### src/rtl/core/slbw_pkg.sv
`timescale 1ns / 1ps
package slbw_pkg;

  localparam int PixelBits   = 24;
  localparam int DurBits     = 15;
  localparam int IdxBits     = $clog2(PixelBits + 1);
  localparam int QDepth      = 4;
  localparam int QPtrBits    = $clog2(QDepth);
  localparam int QCntBits    = $clog2(QDepth + 1);
  localparam int ApbAddrBits = 5;
  localparam int ApbDataBits = 32;

  typedef enum logic [2:0] {
    OpTick     = 3'd0,
    OpSetNamed = 3'd1,
    OpSetRaw   = 3'd2,
    OpCycle    = 3'd3,
    OpLinkLost = 3'd4
  } op_e;

  typedef enum logic [1:0] {
    ColRed   = 2'd0,
    ColGreen = 2'd1,
    ColBlue  = 2'd2,
    ColOff   = 2'd3
  } colour_e;

  typedef enum logic [2:0] {
    RegBrightness = 3'd0,
    RegInterval   = 3'd1,
    RegZeroHigh   = 3'd2,
    RegZeroLow    = 3'd3,
    RegOneHigh    = 3'd4,
    RegOneLow     = 3'd5,
    RegLatch      = 3'd6
  } reg_idx_e;

  typedef struct packed {
    logic [7:0] r;
    logic [7:0] g;
    logic [7:0] b;
  } rgb_t;

  typedef struct packed {
    colour_e colour;
    logic    raw_mode;
    logic    link_lost;
  } status_t;

  typedef struct packed {
    logic [PixelBits-1:0] word;
    status_t              status;
  } frame_t;

  typedef struct packed {
    logic [7:0]  brightness;
    logic [15:0] blink_interval;
  } front_cfg_t;

  typedef struct packed {
    logic [DurBits-1:0] zero_high;
    logic [DurBits-1:0] zero_low;
    logic [DurBits-1:0] one_high;
    logic [DurBits-1:0] one_low;
    logic [DurBits-1:0] latch;
  } sym_cfg_t;

  typedef struct packed {
    logic               first_level;
    logic [DurBits-1:0] first_ticks;
    logic               second_level;
    logic [DurBits-1:0] second_ticks;
    logic               frame_end;
    logic [1:0]         current_colour;
    logic               raw_mode;
    logic               link_lost;
  } sym_t;

endpackage

### src/rtl/core/slbw_if.sv
`timescale 1ns / 1ps
interface slbw_cmd_if;
  logic       valid;
  logic       ready;
  logic [2:0] opcode;
  logic [31:0] now_ms;
  logic [1:0] colour_sel;
  logic [7:0] red_in;
  logic [7:0] green_in;
  logic [7:0] blue_in;
  logic       lost_flag;

  modport source (output valid, opcode, now_ms, colour_sel, red_in, green_in, blue_in,
                  lost_flag, input ready);
  modport sink (input valid, opcode, now_ms, colour_sel, red_in, green_in, blue_in,
                lost_flag, output ready);
endinterface

interface slbw_sym_if;
  logic                        valid;
  logic                        ready;
  logic                        first_level;
  logic [slbw_pkg::DurBits-1:0] first_ticks;
  logic                        second_level;
  logic [slbw_pkg::DurBits-1:0] second_ticks;
  logic                        frame_end;
  logic [1:0]                  current_colour;
  logic                        raw_mode;
  logic                        link_lost;

  modport source (output valid, first_level, first_ticks, second_level, second_ticks,
                  frame_end, current_colour, raw_mode, link_lost, input ready);
  modport sink (input valid, first_level, first_ticks, second_level, second_ticks,
                frame_end, current_colour, raw_mode, link_lost, output ready);
endinterface

### src/rtl/core/slbw_front.sv
`timescale 1ns / 1ps
module slbw_front (
  input  logic                 clk_i,
  input  logic                 rst_ni,
  slbw_cmd_if.sink             cmd,
  input  slbw_pkg::front_cfg_t cfg_i,
  output logic                 push_o,
  output slbw_pkg::frame_t     push_data_o,
  input  logic                 push_ready_i
);

  function automatic slbw_pkg::rgb_t named_rgb(input slbw_pkg::colour_e c, input logic on);
    slbw_pkg::rgb_t v;
    v = '0;
    if (on) begin
      case (c)
        slbw_pkg::ColRed:   v.r = 8'hFF;
        slbw_pkg::ColGreen: v.g = 8'hFF;
        slbw_pkg::ColBlue:  v.b = 8'hFF;
        default:            v   = '0;
      endcase
    end
    return v;
  endfunction

  // exact floor(p / 255) for p up to 255 * 255, the largest 8-bit by 8-bit product
  function automatic logic [7:0] div255(input logic [15:0] p);
    logic [16:0] s;
    s = {1'b0, p} + {9'b0, p[15:8]} + 17'd1;
    return s[15:8];
  endfunction

  slbw_pkg::colour_e colour_q, colour_d;
  logic              lamp_q, lamp_d;
  logic              raw_q, raw_d;
  slbw_pkg::rgb_t    raw_rgb_q, raw_rgb_d;
  logic              lost_q, lost_d;
  logic              red_q, red_d;
  logic [31:0]       last_q, last_d;

  logic              emit;
  slbw_pkg::rgb_t    rgb;
  logic [31:0]       elapsed;
  logic              accept;

  logic              s1_valid_q;
  slbw_pkg::rgb_t    s1_rgb_q;
  slbw_pkg::status_t s1_stat_q;
  logic              s2_valid_q;
  logic [15:0]       s2_prod_q [3];
  slbw_pkg::status_t s2_stat_q;
  logic              s1_adv, s2_adv;

  assign s2_adv    = !s2_valid_q || push_ready_i;
  assign s1_adv    = !s1_valid_q || s2_adv;
  assign cmd.ready = s1_adv;
  assign accept    = cmd.valid && cmd.ready;
  assign elapsed   = cmd.now_ms - last_q;

  always_comb begin
    colour_d  = colour_q;
    lamp_d    = lamp_q;
    raw_d     = raw_q;
    raw_rgb_d = raw_rgb_q;
    lost_d    = lost_q;
    red_d     = red_q;
    last_d    = last_q;
    emit      = 1'b0;
    rgb       = '0;
    case (slbw_pkg::op_e'(cmd.opcode))
      slbw_pkg::OpTick: begin
        if (elapsed >= {16'b0, cfg_i.blink_interval}) begin
          last_d = cmd.now_ms;
          if (lost_q) begin
            red_d = !red_q;
            rgb   = red_d ? named_rgb(slbw_pkg::ColRed, 1'b1)
                          : named_rgb(slbw_pkg::ColBlue, 1'b1);
            emit  = 1'b1;
          end else if (raw_q) begin
            lamp_d = !lamp_q;
            rgb    = lamp_d ? raw_rgb_q : '0;
            emit   = 1'b1;
          end else if (colour_q != slbw_pkg::ColOff) begin
            lamp_d = !lamp_q;
            rgb    = named_rgb(colour_q, lamp_d);
            emit   = 1'b1;
          end
        end
      end
      slbw_pkg::OpSetNamed: begin
        colour_d = slbw_pkg::colour_e'(cmd.colour_sel);
        raw_d    = 1'b0;
        lost_d   = 1'b0;
        lamp_d   = (colour_d != slbw_pkg::ColOff);
        rgb      = named_rgb(colour_d, lamp_d);
        emit     = 1'b1;
      end
      slbw_pkg::OpSetRaw: begin
        raw_rgb_d = '{r: cmd.red_in, g: cmd.green_in, b: cmd.blue_in};
        raw_d     = 1'b1;
        lamp_d    = 1'b1;
        lost_d    = 1'b0;
        rgb       = raw_rgb_d;
        emit      = 1'b1;
      end
      slbw_pkg::OpCycle: begin
        raw_d    = 1'b0;
        colour_d = slbw_pkg::colour_e'(2'(colour_q + 2'd1));
        lamp_d   = (colour_d != slbw_pkg::ColOff);
        rgb      = named_rgb(colour_d, lamp_d);
        emit     = 1'b1;
      end
      slbw_pkg::OpLinkLost: begin
        lost_d = cmd.lost_flag;
        if (!cmd.lost_flag) begin
          rgb  = named_rgb(colour_q, lamp_q);
          emit = 1'b1;
        end
      end
      default: emit = 1'b0;
    endcase
  end

  always_ff @(posedge clk_i or negedge rst_ni) begin
    if (!rst_ni) begin
      colour_q  <= slbw_pkg::ColRed;
      lamp_q    <= 1'b1;
      raw_q     <= 1'b0;
      raw_rgb_q <= '{r: 8'hFF, g: 8'h00, b: 8'h00};
      lost_q    <= 1'b0;
      red_q     <= 1'b1;
      last_q    <= '0;
    end else if (accept) begin
      colour_q  <= colour_d;
      lamp_q    <= lamp_d;
      raw_q     <= raw_d;
      raw_rgb_q <= raw_rgb_d;
      lost_q    <= lost_d;
      red_q     <= red_d;
      last_q    <= last_d;
    end
  end

  always_ff @(posedge clk_i or negedge rst_ni) begin
    if (!rst_ni) begin
      s1_valid_q <= 1'b0;
      s2_valid_q <= 1'b0;
    end else begin
      if (s1_adv) s1_valid_q <= accept && emit;
      if (s2_adv) s2_valid_q <= s1_valid_q;
    end
  end

  always_ff @(posedge clk_i) begin
    if (s1_adv) begin
      s1_rgb_q  <= rgb;
      s1_stat_q <= '{colour: colour_d, raw_mode: raw_d, link_lost: lost_d};
    end
    if (s2_adv) begin
      s2_prod_q[0] <= {8'b0, s1_rgb_q.g} * {8'b0, cfg_i.brightness};
      s2_prod_q[1] <= {8'b0, s1_rgb_q.r} * {8'b0, cfg_i.brightness};
      s2_prod_q[2] <= {8'b0, s1_rgb_q.b} * {8'b0, cfg_i.brightness};
      s2_stat_q    <= s1_stat_q;
    end
  end

  // GRB order on the wire
  assign push_o             = s2_valid_q;
  assign push_data_o.word   = {div255(s2_prod_q[0]), div255(s2_prod_q[1]),
                               div255(s2_prod_q[2])};
  assign push_data_o.status = s2_stat_q;

endmodule

### src/rtl/core/slbw_fifo.sv
`timescale 1ns / 1ps
module slbw_fifo (
  input  logic             clk_i,
  input  logic             rst_ni,
  input  logic             push_i,
  input  slbw_pkg::frame_t push_data_i,
  output logic             push_ready_o,
  output logic             pop_valid_o,
  output slbw_pkg::frame_t pop_data_o,
  input  logic             pop_i
);

  slbw_pkg::frame_t                mem_q [slbw_pkg::QDepth];
  logic [slbw_pkg::QPtrBits-1:0]   wr_ptr_q, rd_ptr_q;
  logic [slbw_pkg::QCntBits-1:0]   count_q;
  logic                            do_push, do_pop;

  assign push_ready_o = (count_q != slbw_pkg::QCntBits'(slbw_pkg::QDepth));
  assign pop_valid_o  = (count_q != '0);
  assign pop_data_o   = mem_q[rd_ptr_q];
  assign do_push      = push_i && push_ready_o;
  assign do_pop       = pop_i && pop_valid_o;

  always_ff @(posedge clk_i or negedge rst_ni) begin
    if (!rst_ni) begin
      wr_ptr_q <= '0;
      rd_ptr_q <= '0;
      count_q  <= '0;
    end else begin
      if (do_push) wr_ptr_q <= wr_ptr_q + 1'b1;
      if (do_pop)  rd_ptr_q <= rd_ptr_q + 1'b1;
      case ({do_push, do_pop})
        2'b10:   count_q <= count_q + 1'b1;
        2'b01:   count_q <= count_q - 1'b1;
        default: count_q <= count_q;
      endcase
    end
  end

  always_ff @(posedge clk_i) begin
    if (do_push) mem_q[wr_ptr_q] <= push_data_i;
  end

  a_count_bound: assert property (@(posedge clk_i) disable iff (!rst_ni)
    count_q <= slbw_pkg::QCntBits'(slbw_pkg::QDepth))
    else $error("queue count over depth");

  a_pop_nonempty: assert property (@(posedge clk_i) disable iff (!rst_ni)
    pop_i |-> pop_valid_o)
    else $error("pop from empty queue");

endmodule

### src/rtl/core/slbw_back.sv
`timescale 1ns / 1ps
module slbw_back (
  input  logic               clk_i,
  input  logic               rst_ni,
  input  logic               frame_valid_i,
  input  slbw_pkg::frame_t   frame_i,
  output logic               pop_o,
  input  slbw_pkg::sym_cfg_t cfg_i,
  slbw_sym_if.source         sym
);

  logic                           active_q, active_d;
  logic [slbw_pkg::PixelBits-1:0] shreg_q, shreg_d;
  logic [slbw_pkg::IdxBits-1:0]   idx_q, idx_d;
  slbw_pkg::status_t              stat_q, stat_d;
  logic                           out_valid_q, out_valid_d;
  slbw_pkg::sym_t                 out_q, out_d;

  logic              adv, have, cur_bit, is_latch;
  slbw_pkg::status_t cur_stat;

  assign adv      = !out_valid_q || sym.ready;
  assign have     = active_q || frame_valid_i;
  assign cur_bit  = active_q ? shreg_q[slbw_pkg::PixelBits-1]
                             : frame_i.word[slbw_pkg::PixelBits-1];
  assign cur_stat = active_q ? stat_q : frame_i.status;
  assign is_latch = active_q && (idx_q == slbw_pkg::IdxBits'(slbw_pkg::PixelBits));

  always_comb begin
    active_d    = active_q;
    shreg_d     = shreg_q;
    idx_d       = idx_q;
    stat_d      = stat_q;
    out_valid_d = out_valid_q;
    out_d       = out_q;
    pop_o       = 1'b0;
    if (adv) begin
      out_valid_d          = have;
      out_d.second_level   = 1'b0;
      out_d.current_colour = cur_stat.colour;
      out_d.raw_mode       = cur_stat.raw_mode;
      out_d.link_lost      = cur_stat.link_lost;
      if (is_latch) begin
        out_d.first_level  = 1'b0;
        out_d.first_ticks  = cfg_i.latch;
        out_d.second_ticks = '0;
        out_d.frame_end    = 1'b1;
      end else begin
        out_d.first_level  = 1'b1;
        out_d.first_ticks  = cur_bit ? cfg_i.one_high : cfg_i.zero_high;
        out_d.second_ticks = cur_bit ? cfg_i.one_low : cfg_i.zero_low;
        out_d.frame_end    = 1'b0;
      end
      if (!active_q) begin
        if (frame_valid_i) begin
          pop_o    = 1'b1;
          active_d = 1'b1;
          shreg_d  = frame_i.word << 1;
          idx_d    = slbw_pkg::IdxBits'(1);
          stat_d   = frame_i.status;
        end
      end else if (is_latch) begin
        active_d = 1'b0;
      end else begin
        shreg_d = shreg_q << 1;
        idx_d   = idx_q + 1'b1;
      end
    end
  end

  always_ff @(posedge clk_i or negedge rst_ni) begin
    if (!rst_ni) begin
      active_q    <= 1'b0;
      idx_q       <= '0;
      out_valid_q <= 1'b0;
    end else begin
      active_q    <= active_d;
      idx_q       <= idx_d;
      out_valid_q <= out_valid_d;
    end
  end

  always_ff @(posedge clk_i) begin
    shreg_q <= shreg_d;
    stat_q  <= stat_d;
    out_q   <= out_d;
  end

  assign sym.valid          = out_valid_q;
  assign sym.first_level    = out_q.first_level;
  assign sym.first_ticks    = out_q.first_ticks;
  assign sym.second_level   = out_q.second_level;
  assign sym.second_ticks   = out_q.second_ticks;
  assign sym.frame_end      = out_q.frame_end;
  assign sym.current_colour = out_q.current_colour;
  assign sym.raw_mode       = out_q.raw_mode;
  assign sym.link_lost      = out_q.link_lost;

  a_idx_range: assert property (@(posedge clk_i) disable iff (!rst_ni)
    active_q |-> (idx_q != '0 && idx_q <= slbw_pkg::IdxBits'(slbw_pkg::PixelBits)))
    else $error("symbol index out of range");

  a_latch_ends: assert property (@(posedge clk_i) disable iff (!rst_ni)
    (adv && is_latch) |=> (!active_q && out_valid_q && out_q.frame_end))
    else $error("frame did not close on latch");

endmodule

### src/rtl/core/status_led_blink_ws2812_encoder_top.sv
`timescale 1ns / 1ps
// Status LED controller for one WS2812 pixel.
// cmd: command channel (valid/ready). Opcodes tick, set named colour, set raw
//   colour, cycle colour and set link-lost. Commands that do not rewrite the
//   LED update state and produce nothing.
// sym: symbol channel (valid/ready). Each LED write gives 25 transfers: 24
//   data symbols, GRB MSB first, then a latch symbol flagged by frame_end.
// APB port: seven registers at byte offsets 4*i; the user must write them only
//   while idle, the block does not enforce this. Path: the first symbol of a
//   frame passes two front stages, the frame queue and the output register.
// Throughput: one symbol per cycle while sym.ready is high; consecutive frames
//   follow with no gap. Commands are taken one per cycle until the 4-entry
//   frame queue and both front stages fill.
// Stall: a held symbol keeps its payload; the serialiser waits, the queue
//   fills, then cmd.ready drops. Commands without output still need ready.
// Reset: LED red, lamp on, blink and link-lost idle, registers at defaults;
//   no pending symbols. No clearing pass is needed.
module status_led_blink_ws2812_encoder_top (
  input  logic                                 clk_i,
  input  logic                                 rst_ni,
  slbw_cmd_if.sink                             cmd,
  slbw_sym_if.source                           sym,
  input  logic                                 psel,
  input  logic                                 penable,
  input  logic                                 pwrite,
  input  logic [slbw_pkg::ApbAddrBits-1:0]     paddr,
  input  logic [slbw_pkg::ApbDataBits-1:0]     pwdata,
  output logic [slbw_pkg::ApbDataBits-1:0]     prdata,
  output logic                                 pready
);

  logic [7:0]                   brightness_q;
  logic [15:0]                  interval_q;
  logic [slbw_pkg::DurBits-1:0] zero_high_q, zero_low_q, one_high_q, one_low_q, latch_q;
  logic                         wr_en;
  slbw_pkg::reg_idx_e           reg_idx;

  slbw_pkg::front_cfg_t front_cfg;
  slbw_pkg::sym_cfg_t   sym_cfg;
  logic                 push, push_ready, pop, pop_valid;
  slbw_pkg::frame_t     push_data, pop_data;

  assign pready  = 1'b1;
  assign wr_en   = psel && penable && pwrite && pready;
  assign reg_idx = slbw_pkg::reg_idx_e'(paddr[slbw_pkg::ApbAddrBits-1:2]);

  always_ff @(posedge clk_i or negedge rst_ni) begin
    if (!rst_ni) begin
      brightness_q <= 8'd50;
      interval_q   <= 16'd500;
      zero_high_q  <= slbw_pkg::DurBits'(4);
      zero_low_q   <= slbw_pkg::DurBits'(8);
      one_high_q   <= slbw_pkg::DurBits'(8);
      one_low_q    <= slbw_pkg::DurBits'(4);
      latch_q      <= slbw_pkg::DurBits'(500);
    end else if (wr_en) begin
      case (reg_idx)
        slbw_pkg::RegBrightness: brightness_q <= pwdata[7:0];
        slbw_pkg::RegInterval:   interval_q   <= pwdata[15:0];
        slbw_pkg::RegZeroHigh:   zero_high_q  <= pwdata[slbw_pkg::DurBits-1:0];
        slbw_pkg::RegZeroLow:    zero_low_q   <= pwdata[slbw_pkg::DurBits-1:0];
        slbw_pkg::RegOneHigh:    one_high_q   <= pwdata[slbw_pkg::DurBits-1:0];
        slbw_pkg::RegOneLow:     one_low_q    <= pwdata[slbw_pkg::DurBits-1:0];
        slbw_pkg::RegLatch:      latch_q      <= pwdata[slbw_pkg::DurBits-1:0];
        default:                 latch_q      <= latch_q;
      endcase
    end
  end

  always_comb begin
    prdata = '0;
    case (reg_idx)
      slbw_pkg::RegBrightness: prdata = {24'b0, brightness_q};
      slbw_pkg::RegInterval:   prdata = {16'b0, interval_q};
      slbw_pkg::RegZeroHigh:   prdata = slbw_pkg::ApbDataBits'(zero_high_q);
      slbw_pkg::RegZeroLow:    prdata = slbw_pkg::ApbDataBits'(zero_low_q);
      slbw_pkg::RegOneHigh:    prdata = slbw_pkg::ApbDataBits'(one_high_q);
      slbw_pkg::RegOneLow:     prdata = slbw_pkg::ApbDataBits'(one_low_q);
      slbw_pkg::RegLatch:      prdata = slbw_pkg::ApbDataBits'(latch_q);
      default:                 prdata = '0;
    endcase
  end

  assign front_cfg = '{brightness: brightness_q, blink_interval: interval_q};
  assign sym_cfg   = '{zero_high: zero_high_q, zero_low: zero_low_q,
                       one_high: one_high_q, one_low: one_low_q, latch: latch_q};

  slbw_front u_front (
    .clk_i        (clk_i),
    .rst_ni       (rst_ni),
    .cmd          (cmd),
    .cfg_i        (front_cfg),
    .push_o       (push),
    .push_data_o  (push_data),
    .push_ready_i (push_ready)
  );

  slbw_fifo u_fifo (
    .clk_i        (clk_i),
    .rst_ni       (rst_ni),
    .push_i       (push),
    .push_data_i  (push_data),
    .push_ready_o (push_ready),
    .pop_valid_o  (pop_valid),
    .pop_data_o   (pop_data),
    .pop_i        (pop)
  );

  slbw_back u_back (
    .clk_i         (clk_i),
    .rst_ni        (rst_ni),
    .frame_valid_i (pop_valid),
    .frame_i       (pop_data),
    .pop_o         (pop),
    .cfg_i         (sym_cfg),
    .sym           (sym)
  );

endmodule

### src/flat_wrapper.sv
// flat-port wrapper written by rule: the top's interface ports become plain ports
module status_led_blink_ws2812_encoder_top_flat 
  (clk_i, rst_ni, psel, penable, pwrite, paddr, pwdata, prdata, pready, cmd_valid, cmd_opcode, cmd_now_ms, cmd_colour_sel, cmd_red_in, cmd_green_in, cmd_blue_in, cmd_lost_flag, cmd_ready, sym_valid, sym_first_level, sym_first_ticks, sym_second_level, sym_second_ticks, sym_frame_end, sym_current_colour, sym_raw_mode, sym_link_lost, sym_ready);
  slbw_cmd_if cmd_i ();
  slbw_sym_if sym_i ();
  input  logic clk_i;
  input  logic rst_ni;
  input  logic psel;
  input  logic penable;
  input  logic pwrite;
  input  logic [slbw_pkg::ApbAddrBits-1:0] paddr;
  input  logic [slbw_pkg::ApbDataBits-1:0] pwdata;
  output logic [slbw_pkg::ApbDataBits-1:0] prdata;
  output logic pready;
  input wire logic [$bits(cmd_i.valid)-1:0] cmd_valid;
  input wire logic [$bits(cmd_i.opcode)-1:0] cmd_opcode;
  input wire logic [$bits(cmd_i.now_ms)-1:0] cmd_now_ms;
  input wire logic [$bits(cmd_i.colour_sel)-1:0] cmd_colour_sel;
  input wire logic [$bits(cmd_i.red_in)-1:0] cmd_red_in;
  input wire logic [$bits(cmd_i.green_in)-1:0] cmd_green_in;
  input wire logic [$bits(cmd_i.blue_in)-1:0] cmd_blue_in;
  input wire logic [$bits(cmd_i.lost_flag)-1:0] cmd_lost_flag;
  output wire logic [$bits(cmd_i.ready)-1:0] cmd_ready;
  output wire logic [$bits(sym_i.valid)-1:0] sym_valid;
  output wire logic [$bits(sym_i.first_level)-1:0] sym_first_level;
  output wire logic [$bits(sym_i.first_ticks)-1:0] sym_first_ticks;
  output wire logic [$bits(sym_i.second_level)-1:0] sym_second_level;
  output wire logic [$bits(sym_i.second_ticks)-1:0] sym_second_ticks;
  output wire logic [$bits(sym_i.frame_end)-1:0] sym_frame_end;
  output wire logic [$bits(sym_i.current_colour)-1:0] sym_current_colour;
  output wire logic [$bits(sym_i.raw_mode)-1:0] sym_raw_mode;
  output wire logic [$bits(sym_i.link_lost)-1:0] sym_link_lost;
  input wire logic [$bits(sym_i.ready)-1:0] sym_ready;
  assign cmd_i.valid = cmd_valid;
  assign cmd_i.opcode = cmd_opcode;
  assign cmd_i.now_ms = cmd_now_ms;
  assign cmd_i.colour_sel = cmd_colour_sel;
  assign cmd_i.red_in = cmd_red_in;
  assign cmd_i.green_in = cmd_green_in;
  assign cmd_i.blue_in = cmd_blue_in;
  assign cmd_i.lost_flag = cmd_lost_flag;
  assign cmd_ready = cmd_i.ready;
  assign sym_valid = sym_i.valid;
  assign sym_first_level = sym_i.first_level;
  assign sym_first_ticks = sym_i.first_ticks;
  assign sym_second_level = sym_i.second_level;
  assign sym_second_ticks = sym_i.second_ticks;
  assign sym_frame_end = sym_i.frame_end;
  assign sym_current_colour = sym_i.current_colour;
  assign sym_raw_mode = sym_i.raw_mode;
  assign sym_link_lost = sym_i.link_lost;
  assign sym_i.ready = sym_ready;
  status_led_blink_ws2812_encoder_top u_core (.clk_i(clk_i), .rst_ni(rst_ni), .cmd(cmd_i), .sym(sym_i), .psel(psel), .penable(penable), .pwrite(pwrite), .paddr(paddr), .pwdata(pwdata), .prdata(prdata), .pready(pready));
endmodule
### config.mk
export PLATFORM = sky130hd
export DESIGN_NAME = status_led_blink_ws2812_encoder_top_flat
export DESIGN_NICKNAME = d
export VERILOG_FILES = /design/src/rtl/core/slbw_pkg.sv /design/src/rtl/core/slbw_if.sv /design/src/rtl/core/slbw_front.sv /design/src/rtl/core/slbw_fifo.sv /design/src/rtl/core/slbw_back.sv /design/src/rtl/core/status_led_blink_ws2812_encoder_top.sv /design/src/flat_wrapper.sv
export SDC_FILE = /design/constraint.sdc
export NUM_CORES = 1
export LEC_CHECK = 0
export BUFFER_PORTS_ARGS = -buffer_cell sky130_fd_sc_hd__buf_2
export CORE_MARGIN = 10
export CORE_UTILIZATION = 55
export DETAILED_ROUTE_END_ITERATION = 6
export GPL_ROUTABILITY_DRIVEN = 0
export GPL_TIMING_DRIVEN = 0
export PLACE_DENSITY_LB_ADDON = 0.15
export SYNTH_ARGS = -nofsm -noshare
export SYNTH_HDL_FRONTEND = slang
export SYNTH_HIERARCHICAL = 1
export SYNTH_SLANG_ARGS = --single-unit
### constraint.sdc
create_clock -name clk_i -period 4.8 [get_ports clk_i]
set_clock_uncertainty 0.05 [all_clocks]
set_input_delay 0.72 -clock clk_i [delete_from_list [all_inputs] [get_ports clk_i]]
set_output_delay 0.72 -clock clk_i [all_outputs]
set_load 0.02 [all_outputs]
Word-level counts from Yosys, hierarchy flattened
Memory sizes are Yosys's and may differ from the RTL's.
Cells that the tools add are included.

storage, ports and cells
  flip-flop bits (word level) = 273
  bits in latches = 0
  memory bits (writable) = 160
  memory bits (read-only) = 0
  bits of input ports = 106
  output and inout port bits = 72
  logic and storage cells = 190
  memories = 2

operators by class
  $add $sub $neg = 13
  multiply operators = 3
  div/mod/pow operators = 0
  $lt $le $gt $ge = 1
  eq/ne operators = 27
  shifts and indexed selects = 0
  muxes and demuxes = 58
  bitwise gates (word level) = 1
  reduce and logical (&&, ||, !) cells = 41

memories
  memory                    depth  bits a word  rd ports  clocked after memory_dff  write ports  RTL line          source
  u_core.u_fifo.mem_q       4      28           1         0                         1            slbw_fifo.sv:13   slbw_pkg::frame_t mem_q [slbw_pkg::QDepth];
  u_core.u_front.s2_prod_q  3      16           3         0                         3            slbw_front.sv:50  logic [15:0] s2_prod_q [3];

operators by type and width
  operator                                              number
  2-to-1 mux 24 bit                                     14
  one-hot mux 24 bit (5 select lines)                   1
  one-hot mux 16 bit (7 select lines)                   1
  2-to-1 mux 8 bit                                      9
  adder 16 x 1 -> 16 bit (second input constant)        3
  adder 16 x 8 -> 16 bit                                3
  multiplier 8 x 8 -> 16 bit                            3
  >= comparator 32 x 16 -> 1 bit                        1
  subtractor 32 bit                                     1
  2-to-1 mux 15 bit                                     2
  2-to-1 mux 1 bit                                      20
  2-to-1 mux 16 bit                                     1
  AND reduction 2 bit                                   8
  2-to-1 mux 5 bit                                      3
  equality test 3 x 2 -> 1 bit (second input constant)  4
  equality test 3 bit (second input constant)           4
  inequality test 2 bit (second input constant)         6
  AND reduction 3 bit                                   3
  equality test 2 x 1 -> 1 bit (second input constant)  4
  equality test 2 bit (second input constant)           4
  logical AND 1 bit                                     7
  adder 2 x 1 -> 2 bit (second input constant)          3
  equality test 3 x 1 -> 1 bit (second input constant)  2
  logical NOT 2 bit                                     3
  other kinds (22)                                      34

Depth between registers and ports, before layout
Gate-level depths: netlist of run 1.

  word-level depth = 8
  depth in mapped cells = 22

Modules after synthesis
The synthesis of run 1 kept the hierarchy.

modules (own cells, without submodules)
  module                               times used  cells each  area an instance (um2)
  slbw_front                           1           1553        14980.6
  status_led_blink_ws2812_encoder_top  1           356         4847.1
  slbw_fifo                            1           183         4455.5
  slbw_back                            1           241         3186.8

Least setup slack after synthesis of run 1
No wires, ideal clock.

  path kind = input port to flip-flop
  from = input port cmd_now_ms[0]
  to = register u_core/u_front/s1_rgb_q[15] in the netlist's numbering, data pin
  library setup time = 0.261 ns
  arrival = 4.672 ns
  data required time = 4.489 ns
  setup slack = -0.183 ns
  stages = 20
  path buffers = 1
  cell sequence = inv_1 ha_1 fa_1 nand2b_1 a21oi_1 o21ai_1 o221ai_1 xor2_1 ha_1 and3_1 o21ai_0 o2111ai_1 or4_1 nor4_2 o2111ai_1 nand4b_4 o311a_1 buf_6 nor3b_4 a221o_1

RTL lines
  what                    RTL line            source
  start: declaration      flat_wrapper.sv:17  input wire logic [$bits(cmd_i.now_ms)-1:0] cmd_now_ms;
  end signal: assignment  slbw_front.sv:156   s1_rgb_q <= rgb;
  end: declaration        slbw_front.sv:47    slbw_pkg::rgb_t s1_rgb_q;

==> results.toml, run 1 <==
[sta]
holdWs_ns = 0.307
worstMarginPinSlew_ns = 0.980
setup_violations = 9
slew_viol_final = 0
relSlewSlack_pct = 34.7
rsz0062_at_grt = "yes"
fmax_mhz = 206
hold_viol = 0
finalCritPeriodShare_pct = 101
period_needed_ns = 4.85
fin_ws_ns = -0.0509

[cells_and_area]
fin_cells = 3287
postLayoutCoreUtil_pct = 64.3
fin_area_um2 = 31600
final_cell_mix = "edfxtp_1, inv_1, nand2_1, ha_1, buf_2"
fill_cells = 3776
drive_above_1_share_pct = 26.2
syn_to_final_growth_pct = 15.0
num_antenna_cells = 0
layout_commonest_cell = "edfxtp_1"
nets = 2988

[setup_path]
crit_start = "u_core/u_front/last_q[3]"
cpMaxStageDelayCell = "or4_1"
path_common_cell = "o2111ai_1"
max_stage_delay_ns = 0.42
end_kind = "flip-flop"
cp_max_fo = 8
r2r_start = "u_core/u_front/last_q[3]"
crit_chain = "inv_1 -> ha_4 -> o211ai_1 -> a21oi_4 -> o21a_1 -> nor2b_2 -> o21ai_0 -> o221a_2 -> ha_1 -> and3_4 -> o21ai_2 -> o2111ai_1 -> or4_1 -> nor4_2 -> o2111ai_1 -> nand4b_4 -> o311a_1 -> buf_6 -> nor3b_4 -> a221o_1"
crit_family = "compound AO/OA/AOI/OAI gates"
cp.required_ns = 5.10
regToRegSetupSlack_ns = -0.05
arrival_ns = 5.15
worstSetupPathType = "flip-flop to flip-flop"
crit_buf_inv = 2
crit_path_start_kind = "flip-flop"

[routing]
drt-initial-drc-count = 1279
wirelength_mm = 63.6
avgRoutedWirePerCell_um = 19.3
drc = 0
vias = 18500
via_per_inst = 5.62
ant_nets = 0
dr.pass1.iters = 7

[synth]
synth_cell_types = 97
synth_edf_count = 255
synth_warnings = 6
yosys.area_share.simple_pct = 10.2
synth_xor_area_share_pct = 2.65
synth_cells = 2333
syn_area_um2 = 27500
ys_seq_area_share_pct = 44.1
synth_seq_cells = 432
synth_top_family_by_area = "adder cells"
synth-compound-area-share_pct = 8.78
synthFlopType = "edfxtp_1"
synth_fa_ha_area_share_pct = 16.6
ys_async_sr_fraction_pct = 41.0
synthMuxAreaShare_pct = 12.1
post_synth.cell_area_avg_um2 = 11.8

[floorplan]
coreArea_um2 = 49200
io_pins = 178
die_width_um = 243
die_y_um = 243
die_area_um2 = 59300
row_count = 81
start_util_pct = 55.9

[clock_tree]
cts_max_level = 2
cts_buffers = 48
cts_tree = "done"
clkLatencyLatePin_ns = 0.60
cts_sinks = 432
cts_buffer_depth = 3
clk_pin_slew_ns = 0.06
cts-root-buf = "clkbuf_16"

[global_route]
antenna_found_initial = 3
grt_max_degree = 116
grt_pass1_vias = 18900
gr-total-overflow = 0
grt_util_all_layers_pct = 21.0
grt_pass1_wl_mm = 101

[place]
dpl.hpwl_mm = 46.2
placed_cells = 3153
detailed_place.area_um2 = 29200
port_buffers = 138

[power]
power_density_nw_per_um2 = 479
ir_drop_mv = 0.322
cellLeakagePower_nw = 14.2

[status]
violations = "setup timing"
status = "finished, violations left"

[hold_path]
timing.hold.worst.class = "primary input to flip-flop"
hold_path_startpoint = "pwdata[15]"

[job]
drv_cap = 0
[through the flow]
step                setup WS [ns]  setup TNS, ns  power (mW)
global route               -0.264          -7.75        16.1
CTS                       0.00149              0        15.0
floorplan                 0.00683              0        9.56
detailed placement         -0.582         -29.19        11.2
global placement           -0.570         -28.67        11.0
finish                    -0.0509         -0.293        15.1
[path summary, 6_finish.rpt]
kind	depth (start not counted)	to
max	20	u_core/u_front/s1_rgb_q[15]
min reg2reg	1	u_core/u_front/push_o
max in group asynchronous	3	u_core/brightness_q[7]
max reg2reg	20	u_core/u_front/s1_rgb_q[15]
min	2	u_core/interval_q[15]
min in group asynchronous	2	u_core/u_front/last_q[21]
[report_power, final]
| part | switching, mW | internal (mW) |
|---|---|---|
| Combinational | 3.13 | 2.43 |
| Sequential | 0.629 | 5.24 |
| Clock | 1.54 | 2.16 |
| Total | 5.30 | 9.83 |
[cell families after synthesis]
family | Yosys count
simple gates | 542
flops | 432
compound gates | 366
buf+inv | 339
fa+ha+maj | 299
mux | 269
xor+xnor | 83
other cells | 3
[routing by layer]
metal	share of wire, %	up-vias	global-route usage, %
li1	-	8687	-
met3	6.1	97	4.07
met1	44	9186	28.0
met2	48	504	34.5
met5	0.063	-	0
met4	2.2	6	5.79
[state kept, by name, summed over array words and instances, names as in the netlist, 3 cells and up]
| signal | cells |
|---|---|
| u_core/brightness_q | 8 |
| u_core/interval_q | 16 |
| u_core/latch_q | 15 |
| u_core/one_high_q | 15 |
| u_core/one_low_q | 15 |
| u_core/u_back/idx_q | 5 |
| u_core/u_back/shreg_q | 23 |
| u_core/u_back/stat_q | 4 |
| u_core/u_back/sym.first_ticks | 15 |
| u_core/u_back/sym.second_ticks | 15 |
| u_core/u_fifo/count_q | 3 |
| u_core/u_fifo/mem_q | 112 |
| u_core/u_front/last_q | 32 |
| u_core/u_front/push_data_o | 4 |
| u_core/u_front/raw_rgb_q | 24 |
| u_core/u_front/s1_rgb_q | 24 |
| u_core/u_front/s1_stat_q | 4 |
| u_core/u_front/s2_prod_q | 48 |
| u_core/zero_high_q | 15 |
| u_core/zero_low_q | 15 |
[Yosys cell counts, types with 9 or more instances]
cell	number	area, um2
clkbuf_1	39	146
o21a_1	26	195
o211ai_1	11	82.6
mux2_1	32	360
mux2_4	12	180
xor2_1	31	272
ha_1	189	2360
dfstp_2	29	762
a22o_1	10	87.6
a21oi_1	93	465
and2_1	117	732
nor2_1	54	203
o21ai_1	25	125
buf_2	23	115
fa_1	110	2200
xnor2_1	52	455
mux2i_1	47	470
mux2_2	149	1680
a21o_1	17	128
a221o_1	26	260
a31oi_1	15	93.8
inv_1	234	878
nand2_1	204	766
o21ai_0	72	360
mux4_2	28	631
nand2b_1	20	125
nand3_1	25	125
or2_2	16	100
edfxtp_1	255	7660
nor2b_1	24	150
and3_1	9	56.3
nor3_1	18	90.1
dfrtp_1	148	3700
nand4_1	11	68.8
buf_4	31	233
[cell type report]
type                    count  area, um2  share of cell area, %
clock buffers              61       1270                   4.02
plain buffers             103        716                   2.27
inverters                 235        882                   2.79
multi-input cells        1577      14300                   45.3
clock inverters            29        327                   1.03
well taps                 664        831                   2.63
flip-flops and latches    432      12100                   38.4
repair buffers            186       1140                   3.61
[repair_timing]
| item | in CTS | in global routing |
|---|---|---|
| hold buffers | 1 | 0 |
| hold endpoints to repair | 2 | 0 |
| cloned | 0 | 4 |
| pin swaps | 11 | 33 |
| gates resized for setup | 49 | 90 |
| buffers inserted | 13 | 27 |
| endpoints found under the setup margin | 33 | 69 |
(Power assumes the default switching activity.)
==> inputs of run 2 (changes only) <==
Settings changed: CTS_CLUSTER_DIAMETER set to 100, SETUP_SLACK_MARGIN set to 0.02.
==> run 2 against run 1 <==
The run now ends clean. Hold slack worse by 0.29 ns. Sequential power hardly changed. Register-to-register slack better by 0.09 ns. First-iteration DRC count is 6.6% higher. Utilization is 0.21 points higher. Power hardly changed. Wire length is 1.9% higher. Critical path type unchanged.
==> results.toml, run 2 (synthesized netlist as in run 1, its figures left out) <==
[status]
status = "completed"

[floorplan]
io_pins = 178
die_y_um = 243
start_util_pct = 55.9
die_area_um2 = 59300
coreArea_um2 = 49200
die_width_um = 243
row_count = 81

[sta]
worstMarginPinSlew_ns = 1.00
holdWs_ns = 0.0189
relSlewSlack_pct = 33.1
fmax_mhz = 210
slew_viol_final = 0
finalCritPeriodShare_pct = 99.2
rsz0062_at_grt = "yes"
hold_viol = 0
fin_ws_ns = 0.0380
setup_violations = 0
period_needed_ns = 4.76

[global_route]
grt_pass1_wl_mm = 101
gr-total-overflow = 0
grt_max_degree = 113
grt_pass1_vias = 18900
grt_util_all_layers_pct = 21.0
antenna_found_initial = 1

[setup_path]
worstSetupPathType = "flip-flop to flip-flop"
crit_buf_inv = 5
cp.required_ns = 5.08
path_common_cell = "fa_1"
crit_family = "adder cells"
r2r_cells = 19
r2r_start = "u_core/brightness_q[5]"
crit_chain = "buf_6 -> buf_8 -> nand2_1 -> fa_1 -> fa_1 -> inv_1 -> fa_1 -> inv_1 -> fa_1 -> inv_2 -> ha_4 -> a21boi_4 -> o21ai_1 -> nand2b_1 -> a21o_1 -> nand2_2 -> a21oi_4 -> o41ai_4 -> xnor2_1"
timing.rr.end = "u_core/u_front/s2_prod_q[0][47]"
crit_path_start_kind = "flip-flop"
end_kind = "flip-flop"
cpMaxStageDelayCell = "dfstp_2"
cp_max_fo = 7
arrival_ns = 5.04
max_stage_delay_ns = 0.64
regToRegSetupSlack_ns = 0.04

[clock_tree]
cts_sinks = 432
cts_buffers = 47
clk_pin_slew_ns = 0.06
cts-root-buf = "clkbuf_16"
cts_buffer_depth = 3
cts_tree = "done"
clkLatencyLatePin_ns = 0.59
cts_max_level = 2

[routing]
drt-initial-drc-count = 1363
dr.pass1.iters = 5
wirelength_mm = 64.8
ant_nets = 0
vias = 18700
drc = 0
via_per_inst = 5.68
avgRoutedWirePerCell_um = 19.7

[power]
cellLeakagePower_nw = 14.2
power_density_nw_per_um2 = 478
totalPowerFinal_mw = 15.1
ir_drop_mv = 0.286

[cells_and_area]
reg_top3 = "u_core/u_fifo/mem_q: 112 flops, u_core/u_front/s2_prod_q: 48 flops, u_core/u_front/last_q: 32 flops"
postLayoutCoreUtil_pct = 64.5
final_cell_mix = "edfxtp_1, inv_1, nand2_1, ha_1, buf_2"
num_antenna_cells = 0
fill_cells = 3765
largest_register_ffs = 112
largest-register = "u_core/u_fifo/mem_q"
layout_commonest_cell = "edfxtp_1"
syn_to_final_growth_pct = 15.4
nets = 2995
drive_above_1_share_pct = 26.0

[place]
dpl.hpwl_mm = 46.4
port_buffers = 138
dp_slack_ns = -0.559

[hold_path]
timing.hold.worst.class = "primary input to asynchronous set/reset pin"

[job]
drv_cap = 0
-- run 2: cell types whose count changed in the layout (fill, tap and decap cells not counted), sizes merged --
cell,change
buf,+15
bufinv,-2
clkinv,-11
clkinvlp,+2
dlygate4sd3,-1
inv,+1
-- run 2: cell type report --
cell class	instances	area, um2	share of cell area, %
timing repair buffer	197	1250	3.96
clock inverter	19	196	0.620
clock buffer	67	1320	4.18
multi-input combinational	1577	14400	45.3
inverter	235	882	2.78
buffer	100	722	2.28
sequential	432	12100	38.3
tap	664	831	2.62
-- run 2: power by group --
part	leakage [nW]	internal, mW	switching, mW	total, mW
clock	0.738	2.09	1.49	3.58
sequential	4.73	5.24	0.642	5.88
combinational	8.71	2.48	3.19	5.67
total	14.2	9.81	5.32	15.1
-- run 2: metal layers --
metal	GRT usage [%]	wire [um]
met2	34.5	31100
met1	28.6	28600
met5	0	0
met4	5.44	1560
met3	3.44	3490
-- run 2: repair_timing --
| action | in CTS | in global routing |
|---|---|---|
| cloned | 0 | 5 |
| gates resized for setup | 54 | 102 |
| buffers inserted | 11 | 40 |
| hold buffers | 0 | 0 |
| pin swaps | 8 | 55 |
| endpoints found under the setup margin | 33 | 68 |
-- run 2: worst max-delay path by stage --
stage	from	end	slack, ns	depth (start not counted)
after detailed placement	cmd_now_ms[0]	u_core/u_front/s1_rgb_q[19]	-0.56	21
final	u_core/brightness_q[5]	u_core/u_front/s2_prod_q[0][47]	0.04	19
after global placement	cmd_now_ms[6]	u_core/u_front/s1_rgb_q[16]	-0.56	19
after floorplan	cmd_now_ms[0]	u_core/u_front/s1_rgb_q[15]	0.03	20
after CTS	u_core/brightness_q[3]	u_core/u_front/s2_prod_q[0][31]	-0.05	21
after global routing	u_core/u_front/last_q[0]	u_core/u_front/s1_rgb_q[15]	-0.16	19
-- run 2: worst register-to-register path: cells and delay by family (launching register included) --
| kind | cells | cell delay, ns |
|---|---|---|
| buffers and inverters | 5 | 0.41 |
| adder cells (fa/ha/maj) | 5 | 2.17 |
| flip-flops | 1 | 0.64 |
| XOR/XNOR | 1 | 0.12 |
| AO/OA/AOI/OAI | 5 | 0.86 |
| AND/OR/NAND/NOR | 3 | 0.27 |
-- run 2: stage by stage --
step,cells,instance area [um2],TNS [ns]
2_1_floorplan,2348,27600,0
3_3_place_gp,3150,29100,-28.02
3_5_place_dp,3152,29100,-29.15
4_1_cts,3247,30900,-0.0812
5_1_grt,3291,31700,-4.30
6_report,3291,31700,0
